--- config.mk ---
export PLATFORM = sky130hd
export DESIGN_NAME = image_barrier_hazard_planner
export DESIGN_NICKNAME = d
export VERILOG_FILES = /design/src/rtl/ihp_pkg.sv /design/src/rtl/image_barrier_hazard_planner.sv /design/src/rtl/ihp_ctrl.sv /design/src/rtl/ihp_dp.sv
export SDC_FILE = /design/constraint.sdc
export NUM_CORES = 1
export LEC_CHECK = 0
export BUFFER_PORTS_ARGS = -buffer_cell sky130_fd_sc_hd__buf_4
export CAP_MARGIN = 10
export CORE_MARGIN = 4
export CORE_UTILIZATION = 23
export DETAILED_ROUTE_END_ITERATION = 6
export GPL_TIMING_DRIVEN = 0
export SETUP_SLACK_MARGIN = 0.5
export SYNTH_ARGS = -nofsm -noshare
export SYNTH_HDL_FRONTEND = slang
export SYNTH_HIERARCHICAL = 1
export SYNTH_SLANG_ARGS = --single-unit
--- constraint.sdc ---
create_clock -name clk -period 4.8 [get_ports clk]
set_input_delay 0.96 -clock clk [delete_from_list [all_inputs] [get_ports clk]]
set_output_delay 0.96 -clock clk [all_outputs]
set_load 0.05 [all_outputs]
--- src/rtl/ihp_pkg.sv ---
package ihp_pkg;

	// Table depth; the resource field stays 4 bits wide regardless.
	localparam int NUM_RESOURCES = 16;
	localparam int IDX_W = (NUM_RESOURCES > 1) ? $clog2(NUM_RESOURCES) : 1;
	localparam logic [IDX_W-1:0] LAST_IDX = IDX_W'(NUM_RESOURCES - 1);
	// Wide enough to compare a 4-bit resource against a table depth of up to 255.
	localparam int CMP_W = 8;

	typedef enum logic [1:0] {
		OP_INIT   = 2'd0,
		OP_ACCESS = 2'd1,
		OP_FINISH = 2'd2
	} op_t;

	localparam logic [1:0] KIND_PASS  = 2'd0;
	localparam logic [1:0] KIND_TRAIL = 2'd1;
	localparam logic [1:0] KIND_DONE  = 2'd2;

	localparam logic [2:0] LAYOUT_UNDEFINED = 3'd0;
	localparam logic [5:0] STAGE_NONE       = 6'd0;
	localparam logic [8:0] ACCESS_NONE      = 9'd0;

	// Controller to datapath.
	typedef struct packed {
		logic             in_load;
		logic             exec;
		logic             walk_step;
		logic             emit_done;
		logic [IDX_W-1:0] walk_idx;
	} ihp_cmd_t;

	// Datapath to controller.
	typedef struct packed {
		logic op_finish;
		logic out_valid;
	} ihp_sts_t;

	function automatic logic [2:0] layout_of_usage(input logic [2:0] usage);
		logic [2:0] lay;
		case (usage)
			3'd0:    lay = 3'd1;
			3'd1:    lay = 3'd2;
			3'd2:    lay = 3'd3;
			3'd3:    lay = 3'd4;
			3'd4:    lay = 3'd4;
			3'd5:    lay = 3'd5;
			3'd6:    lay = 3'd6;
			default: lay = 3'd7;
		endcase
		return lay;
	endfunction

	function automatic logic [5:0] stage_of_usage(input logic [2:0] usage);
		logic [5:0] stg;
		case (usage)
			3'd0:    stg = 6'h01;
			3'd1:    stg = 6'h06;
			3'd2:    stg = 6'h08;
			3'd3:    stg = 6'h10;
			3'd4:    stg = 6'h10;
			3'd5:    stg = 6'h20;
			3'd6:    stg = 6'h20;
			default: stg = STAGE_NONE;
		endcase
		return stg;
	endfunction

	function automatic logic [8:0] access_of_usage(input logic [2:0] usage);
		logic [8:0] acc;
		case (usage)
			3'd0:    acc = 9'h003;
			3'd1:    acc = 9'h00C;
			3'd2:    acc = 9'h010;
			3'd3:    acc = 9'h020;
			3'd4:    acc = 9'h040;
			3'd5:    acc = 9'h080;
			3'd6:    acc = 9'h100;
			default: acc = ACCESS_NONE;
		endcase
		return acc;
	endfunction

endpackage

--- src/rtl/image_barrier_hazard_planner.sv ---
// Image barrier hazard planner: per-resource layout and sync tracking.
// Input channel (in_valid/in_stall): one transaction per command. init loads a
// resource's start layout, final layout and imported flag; access checks the
// resource's layout and write history and may emit one pass barrier; finish
// walks all resources in index order, emits a trailing barrier for each
// imported resource that must still move to its final layout, then a done
// marker (last=1).
// Output channel (out_valid/out_stall): one transaction per barrier or marker.
// A transaction accepted into the held-command register executes once the
// output is free; its result is on the outputs from then on. The held-command
// register lets init and access run at one transaction per cycle while the
// output is free. finish first enters the walk, then takes NUM_RESOURCES walk
// steps and then emits the done marker; each of these needs a free output register.
// Out-of-range resources and op 3 are consumed with no result.
// Stall: a stalled result holds; the block keeps one command in its holding
// register and raises in_stall until that command can execute.
// Reset: the whole resource table clears at once (undefined layouts, no
// masks, not imported); no outputs are valid.
module image_barrier_hazard_planner (
	input  logic       clk,
	input  logic       arst_n,
	input  logic       in_valid,
	output logic       in_stall,
	input  logic [1:0] op,
	input  logic [3:0] resource,
	input  logic [2:0] usage,
	input  logic       writes,
	input  logic [2:0] start_layout,
	input  logic [2:0] end_layout,
	input  logic       external,
	output logic       out_valid,
	input  logic       out_stall,
	output logic [1:0] kind,
	output logic [3:0] res_index,
	output logic [2:0] from_layout,
	output logic [2:0] to_layout,
	output logic [5:0] src_stages,
	output logic [8:0] src_accesses,
	output logic [5:0] dst_stages,
	output logic [8:0] dst_accesses,
	output logic       last
);
	import ihp_pkg::*;

	ihp_cmd_t cmd;
	ihp_sts_t sts;

	// sequencer: holding-register occupancy, finish walk
	ihp_ctrl u_ctrl (
		.clk      (clk),
		.arst_n   (arst_n),
		.in_valid (in_valid),
		.in_stall (in_stall),
		.out_stall(out_stall),
		.sts      (sts),
		.cmd      (cmd)
	);

	// table, barrier decision, result register
	ihp_dp u_dp (
		.clk         (clk),
		.arst_n      (arst_n),
		.cmd         (cmd),
		.sts         (sts),
		.op          (op),
		.resource    (resource),
		.usage       (usage),
		.writes      (writes),
		.start_layout(start_layout),
		.end_layout  (end_layout),
		.external    (external),
		.out_stall   (out_stall),
		.out_valid   (out_valid),
		.kind        (kind),
		.res_index   (res_index),
		.from_layout (from_layout),
		.to_layout   (to_layout),
		.src_stages  (src_stages),
		.src_accesses(src_accesses),
		.dst_stages  (dst_stages),
		.dst_accesses(dst_accesses),
		.last        (last)
	);

	// walker and command execution never overlap
	a_excl: assert property (@(posedge clk) disable iff (!arst_n)
		!(cmd.walk_step && (cmd.exec || cmd.emit_done)))
		else $error("walk step overlaps command execution");

	// trailing barriers are never last and carry no destination masks
	a_trail: assert property (@(posedge clk) disable iff (!arst_n)
		(out_valid && kind == KIND_TRAIL) |->
		(!last && dst_stages == STAGE_NONE && dst_accesses == ACCESS_NONE))
		else $error("malformed trailing barrier");

	// pass barriers and done markers close their command
	a_last: assert property (@(posedge clk) disable iff (!arst_n)
		(out_valid && (kind == KIND_PASS || kind == KIND_DONE)) |-> last)
		else $error("pass barrier or done marker without last");

	// a new result is only loaded when the previous one has gone
	a_noover: assert property (@(posedge clk) disable iff (!arst_n)
		(out_valid && out_stall) |=> (out_valid && $stable(kind) && $stable(res_index)))
		else $error("stalled result overwritten");

endmodule

--- src/rtl/ihp_ctrl.sv ---
module ihp_ctrl (
	input  logic              clk,
	input  logic              arst_n,
	input  logic              in_valid,
	output logic              in_stall,
	input  logic              out_stall,
	input  ihp_pkg::ihp_sts_t sts,
	output ihp_pkg::ihp_cmd_t cmd
);
	import ihp_pkg::*;

	typedef enum logic [1:0] {
		S_RUN,
		S_WALK,
		S_MARK
	} state_t;

	state_t           state_q;
	logic [IDX_W-1:0] walk_idx_q;
	logic             in_full_q;
	logic             out_free;
	logic             consume;

	always_comb begin
		out_free      = !sts.out_valid || !out_stall;
		cmd.exec      = (state_q == S_RUN) && in_full_q && out_free && !sts.op_finish;
		cmd.walk_step = (state_q == S_WALK) && out_free;
		cmd.emit_done = (state_q == S_MARK) && out_free;
		cmd.walk_idx  = walk_idx_q;
		consume       = cmd.exec || cmd.emit_done;
		in_stall      = in_full_q && !consume;
		cmd.in_load   = in_valid && !in_stall;
	end

	always_ff @(posedge clk or negedge arst_n) begin
		if (!arst_n) begin
			state_q    <= S_RUN;
			walk_idx_q <= '0;
			in_full_q  <= 1'b0;
		end else begin
			if (cmd.in_load) begin
				in_full_q <= 1'b1;
			end else if (consume) begin
				in_full_q <= 1'b0;
			end
			case (state_q)
				S_RUN: begin
					if (in_full_q && out_free && sts.op_finish) begin
						state_q    <= S_WALK;
						walk_idx_q <= '0;
					end
				end
				S_WALK: begin
					if (out_free) begin
						if (walk_idx_q == LAST_IDX) begin
							state_q <= S_MARK;
						end else begin
							walk_idx_q <= walk_idx_q + 1'b1;
						end
					end
				end
				S_MARK: begin
					if (out_free) begin
						state_q <= S_RUN;
					end
				end
				default: state_q <= S_RUN;
			endcase
		end
	end

endmodule

--- src/rtl/ihp_dp.sv ---
module ihp_dp (
	input  logic              clk,
	input  logic              arst_n,
	input  ihp_pkg::ihp_cmd_t cmd,
	output ihp_pkg::ihp_sts_t sts,
	input  logic [1:0]        op,
	input  logic [3:0]        resource,
	input  logic [2:0]        usage,
	input  logic              writes,
	input  logic [2:0]        start_layout,
	input  logic [2:0]        end_layout,
	input  logic              external,
	input  logic              out_stall,
	output logic              out_valid,
	output logic [1:0]        kind,
	output logic [3:0]        res_index,
	output logic [2:0]        from_layout,
	output logic [2:0]        to_layout,
	output logic [5:0]        src_stages,
	output logic [8:0]        src_accesses,
	output logic [5:0]        dst_stages,
	output logic [8:0]        dst_accesses,
	output logic              last
);
	import ihp_pkg::*;

	// held input transaction
	logic [1:0] op_q;
	logic [3:0] res_q;
	logic [2:0] usage_q;
	logic       wr_q;
	logic [2:0] start_q;
	logic [2:0] end_q;
	logic       ext_q;

	// per-resource state table
	logic [2:0] cur_q   [NUM_RESOURCES];
	logic [5:0] stage_q [NUM_RESOURCES];
	logic [8:0] acc_q   [NUM_RESOURCES];
	logic       wrote_q [NUM_RESOURCES];
	logic [2:0] fin_q   [NUM_RESOURCES];
	logic       imp_q   [NUM_RESOURCES];

	logic             out_valid_q;
	logic [IDX_W-1:0] rd_idx;
	logic             in_range;
	logic [2:0]       e_cur, e_fin, lay;
	logic [5:0]       e_stg, stg;
	logic [8:0]       e_acc, acc;
	logic             e_wrote, e_imp;
	logic             do_init, do_access, barrier, trail;

	always_comb begin
		rd_idx    = cmd.walk_step ? cmd.walk_idx : IDX_W'(res_q);
		in_range  = CMP_W'(res_q) < CMP_W'(NUM_RESOURCES);
		e_cur     = cur_q[rd_idx];
		e_stg     = stage_q[rd_idx];
		e_acc     = acc_q[rd_idx];
		e_wrote   = wrote_q[rd_idx];
		e_fin     = fin_q[rd_idx];
		e_imp     = imp_q[rd_idx];
		lay       = layout_of_usage(usage_q);
		stg       = stage_of_usage(usage_q);
		acc       = access_of_usage(usage_q);
		do_init   = cmd.exec && in_range && (op_q == OP_INIT);
		do_access = cmd.exec && in_range && (op_q == OP_ACCESS);
		barrier   = (e_cur != lay) || e_wrote || wr_q;
		trail     = e_imp && (e_fin != LAYOUT_UNDEFINED) && (e_fin != e_cur);
		sts.op_finish = (op_q == OP_FINISH);
		sts.out_valid = out_valid_q;
		out_valid     = out_valid_q;
	end

	always_ff @(posedge clk) begin
		if (cmd.in_load) begin
			op_q    <= op;
			res_q   <= resource;
			usage_q <= usage;
			wr_q    <= writes;
			start_q <= start_layout;
			end_q   <= end_layout;
			ext_q   <= external;
		end
	end

	always_ff @(posedge clk or negedge arst_n) begin
		if (!arst_n) begin
			for (int i = 0; i < NUM_RESOURCES; i++) begin
				cur_q[i]   <= LAYOUT_UNDEFINED;
				stage_q[i] <= STAGE_NONE;
				acc_q[i]   <= ACCESS_NONE;
				wrote_q[i] <= 1'b0;
				fin_q[i]   <= LAYOUT_UNDEFINED;
				imp_q[i]   <= 1'b0;
			end
		end else begin
			if (do_init) begin
				cur_q[rd_idx]   <= start_q;
				fin_q[rd_idx]   <= end_q;
				imp_q[rd_idx]   <= ext_q;
				stage_q[rd_idx] <= STAGE_NONE;
				acc_q[rd_idx]   <= ACCESS_NONE;
				wrote_q[rd_idx] <= 1'b0;
			end else if (do_access) begin
				if (barrier) begin
					cur_q[rd_idx]   <= lay;
					stage_q[rd_idx] <= stg;
					acc_q[rd_idx]   <= acc;
					wrote_q[rd_idx] <= wr_q;
				end else begin
					stage_q[rd_idx] <= e_stg | stg;
					acc_q[rd_idx]   <= e_acc | acc;
				end
			end else if (cmd.walk_step && trail) begin
				cur_q[rd_idx] <= e_fin;
			end
		end
	end

	// result register
	always_ff @(posedge clk or negedge arst_n) begin
		if (!arst_n) begin
			out_valid_q <= 1'b0;
		end else if ((do_access && barrier) || (cmd.walk_step && trail) || cmd.emit_done) begin
			out_valid_q <= 1'b1;
		end else if (!out_stall) begin
			out_valid_q <= 1'b0;
		end
	end

	always_ff @(posedge clk) begin
		if (do_access && barrier) begin
			kind         <= KIND_PASS;
			res_index    <= res_q;
			from_layout  <= e_cur;
			to_layout    <= lay;
			src_stages   <= e_stg;
			src_accesses <= e_acc;
			dst_stages   <= stg;
			dst_accesses <= acc;
			last         <= 1'b1;
		end else if (cmd.walk_step && trail) begin
			kind         <= KIND_TRAIL;
			res_index    <= 4'(cmd.walk_idx);
			from_layout  <= e_cur;
			to_layout    <= e_fin;
			src_stages   <= e_stg;
			src_accesses <= e_acc;
			dst_stages   <= STAGE_NONE;
			dst_accesses <= ACCESS_NONE;
			last         <= 1'b0;
		end else if (cmd.emit_done) begin
			kind         <= KIND_DONE;
			res_index    <= '0;
			from_layout  <= LAYOUT_UNDEFINED;
			to_layout    <= LAYOUT_UNDEFINED;
			src_stages   <= STAGE_NONE;
			src_accesses <= ACCESS_NONE;
			dst_stages   <= STAGE_NONE;
			dst_accesses <= ACCESS_NONE;
			last         <= 1'b1;
		end
	end

endmodule
==> flow_summary.ini <==
[placement]
portBuffers = 65
place_hpwl_microns = 46000
dpl_worst_slack_ns = -1.09
place.gp.congestion = 0.874
placed_cell_area_sq_um = 22100

[critical_path]
startpoint_type = input port
cp_max_fo = 10
crit_chain = buf_4 > a21oi_4 > and2_4 > buf_8 > mux2i_4 > buf_6 > mux4_2 > nor2_1 > or4_4 > buf_4 > o21ai_4 > nand4_4 > buf_4 > or3_1 > buf_6 > buf_8 > nand3_4 > mux2_1
worst-r2r-cell-count = 18
slowest_stage = or4_4
regToRegEndpoint = u_dp/cur_q[17]$_DFFE_PN0P_
worstSetupEndpointType = flop
critical_path_required_ns = 5.25
reg2reg_from = u_dp/out_valid$_DFFE_PN0P_
slowest_delay_ns = 0.60
cpMostUsedCell = buf_4
cp.arrival_ns = 4.72
path_class = in2reg
r2r_slack_ns = 0.54

[finish]
final_nets = 1964
area_growth_pct = 24.3
final_cell_area_sq_um = 24900
nFillCells = 8808
seqCellArea_sq_um = 11000
post-route-util_pct = 29.0
drive_gt1_share_pct = 25.9
multiInputGateArea_sq_um = 8820

[timing]
finalSetupTns_ns = 0
slew_headroom_pct = 15.1
rsz0062_at_grt = true
finalSetupViolCount = 0
fmax_mhz = 234
hold_viol = 0
worst_slack_ns = 0.530
fin_crit_sh_pct = 89.0
tightestPinTransition_ns = 1.27
slew_viol_final = 0
period_minus_slack_ns = 4.27
skew_ns = 0.0215

[synth]
ys_ff_latch = 430
synthMuxAreaShare_pct = 14.5
synthCells = 1776
synth_top_family_by_area = compound AO/OA/AOI/OAI gates
yosysWarnings = 6
yosysTopAreaCell = dfrtp_1
synth-main-ff-cell = dfrtp_1
async_flop_share_pct = 87.4
ys_types = 79
synth-compound-area-share_pct = 14.5
syn_area_sq_um = 20000
yosysSeqAreaShare_pct = 54.9
synthSimpleGateAreaFrac_pct = 11.8
syn_nets = 1798
synthAdderAreaFrac_pct = 0.0625
yosysTopAreaCellShare_pct = 47.0
avgSynthCellArea_sq_um = 11.3
synth-xor-area-share_pct = 0.306
synth.area.top_cells = dfrtp_1 (47%), mux4_2 (8.1%), edfxtp_1 (7.6%)
synth_enable_flop_cells = 51

[flow_run]
cap_violations = 0

[routing]
drcViolationCount = 0
via_per_inst = 4.95
totalWireLength_microns = 66700
wl_per_cell_microns = 21.4
vias = 15400
drtAntennaViolNets = 0
first_pass_iters = 5
drtIter0Drc = 1893

[global_route]
overflow = 0
antenna_found_initial = 2
grt_pass1_wl_microns = 99100
grt_max_degree = 108
grt_usage_pct = 14.2
grt_pass1_vias = 15100

[power]
pwr_density_cell_nw_per_um2 = 669
p_comb_share_pct = 45.7
p_total_uw = 16600
intPower_uw = 9950
irDropWorstVdd_mv = 0.509
pwr-share-seq_pct = 32.4
power.switching_uw = 6700
pwr-share-clk_pct = 21.9
swShare_pct = 40.2
p_leak_uw = 0.0105

[cts]
numCtsBuffers = 44
cts_sinks = 430
cts_htree_levels = 2
cts_hold_buf = 0
clkLatencyLatePin_ns = 0.59
cts_tree = built
clock_path_buffers = 3
clk_pin_slew_ns = 0.06
cts_root_buf = clkbuf_16

[die]
initial_core_util_pct = 23.3
coreArea_sq_um = 85800
core.rowCount = 107
dieHeight_microns = 303
design.die.area_sq_um = 91800
ioPinCount = 66
die_width_microns = 303

[hold_path]
min_path_type = in2async

[run_status]
status = complete, no violations
[Yosys cell counts (6+ instances only)]
cell type / instances
mux4_2: 72
o21a_1: 11
o22ai_1: 18
a221oi_1: 7
a31oi_1: 15
and2_1: 9
edfxtp_1: 51
dfrtp_1: 376
a41oi_1: 9
nand4_1: 9
a21oi_1: 67
clkbuf_1: 85
inv_1: 27
a22oi_1: 26
nand3_1: 14
nor2b_1: 8
o21ai_1: 15
o31ai_1: 14
o21bai_1: 36
mux2_2: 60
mux2_1: 34
buf_2: 24
o221a_2: 8
nor2_1: 94
a22o_1: 13
mux2i_1: 9
buf_4: 12
nand2_1: 327
nand3_2: 10
nand2b_1: 6
buf_6: 13
o21ai_0: 206
[power by group through the flow]
stage                     sequential [uW]  combinational (uW)  clock (uW)
after global routing                 5510                8000        3870
after global placement               5420                6230           0
after floorplan                      5790                3800           0
final                                5400                7610        3640
after detailed placement             5440                6300           0
after CTS                            5380                7110        3710
[layout by cell type, fill, tap and decap left out, types with 10 or more instances in the layout]
cell type	netlist	final
mux2_2	60	60
o21ai_0	206	205
buf_12	0	12
mux2_1	34	32
nand2_1	327	319
o22ai_1	18	16
o21bai_1	36	34
inv_1	27	27
clkbuf_16	0	47
buf_2	24	10
o31ai_1	14	12
buf_6	13	15
nand3_1	14	12
clkbuf_1	85	59
a22oi_1	26	20
clkbuf_2	0	15
dfrtp_1	376	376
o21a_1	11	10
mux4_2	72	73
a21oi_1	67	61
a31oi_1	15	15
a22o_1	13	13
nor2_1	94	81
buf_4	12	124
edfxtp_1	51	51
o21ai_1	15	14
[worst max path at each step]
stage                                  startpoint                            endpoint  slack, ns  depth (start not counted)
global route        u_ctrl/state_q[0]$_DFFE_PN0P_          u_dp/cur_q[17]$_DFFE_PN0P_       0.44                         18
CTS                    u_dp/out_valid$_DFFE_PN0P_          u_dp/cur_q[12]$_DFFE_PN0P_       0.46                         17
detailed placement                      out_stall         u_dp/acc_q[116]$_DFFE_PN0P_      -1.09                         17
floorplan                               out_stall  u_dp/dst_accesses[1]$_SDFFCE_PN0P_       0.50                         15
finish                                  out_stall          u_dp/cur_q[17]$_DFFE_PN0P_       0.53                         18
global placement                        out_stall          u_dp/imp_q[13]$_DFFE_PN0P_      -2.16                         11
[kinds of logic (layout without fill, tap and decap cells)]
group	after synthesis	in the layout
xor+xnor	7	7
mux	180	180
other cells	0	1
compound gates	473	473
fa+ha+maj	1	1
buf+inv	162	359
flops	430	430
simple gates	523	526
[cell type report]
cell class | count | area share [%]
Clock inverter | 21 | 1.09
Clock buffer | 59 | 5.02
Buffer | 135 | 3.83
Timing Repair Buffer | 117 | 4.22
Tap cell | 1144 | 5.75
Inverter | 27 | 0.407
Antenna cell | 1 | 0.0101
Sequential cell | 430 | 44.2
Multi-Input combinational cell | 1187 | 35.5
[layer usage]
layer	share of wire (%)	vias to the layer above	track usage [%]
li1	-	6745	-
met1	43	7854	20.0
met2	45	712	21.9
met3	8.7	130	2.98
met4	3.3	4	4.82
met5	0.032	-	0
[critical path: cells and delay by family]
| kind | cells | cell delay, ns |
|---|---|---|
| compound gates | 2 | 0.32 |
| simple gates | 6 | 1.46 |
| buf+inv | 7 | 1.09 |
| mux | 3 | 0.86 |
[sequential cells by signal, indices dropped and copies added, names as in the netlist, 4 cells and up]
name and flops:
u_ctrl/walk_idx_q 4, u_dp/src_accesses 9, u_dp/cur_q 48, u_dp/wrote_q 16
u_dp/acc_q 144, u_dp/src_stages 6, u_dp/res_index 4, u_dp/imp_q 16
u_dp/dst_accesses 7, u_dp/stage_q 96, u_dp/res_q 4, u_dp/fin_q 48
[through the flow]
step	std cells	hold slack [ns]
2_1_floorplan	1776	0.441
3_3_place_gp	2985	0.453
3_5_place_dp	2988	0.463
4_1_cts	3102	0.459
5_1_grt	3120	0.500
6_report	3121	0.442
[timing repair]
action | in CTS | in global routing
buffers inserted | 31 | 15
gates resized for setup | 116 | 98
setup endpoints to repair | 439 | 371
endpoints found under the hold margin | 0 | 0
cloned | 3 | 3
pin swaps | 11 | 11
Note: power is estimated with default switching activity, not from simulation.
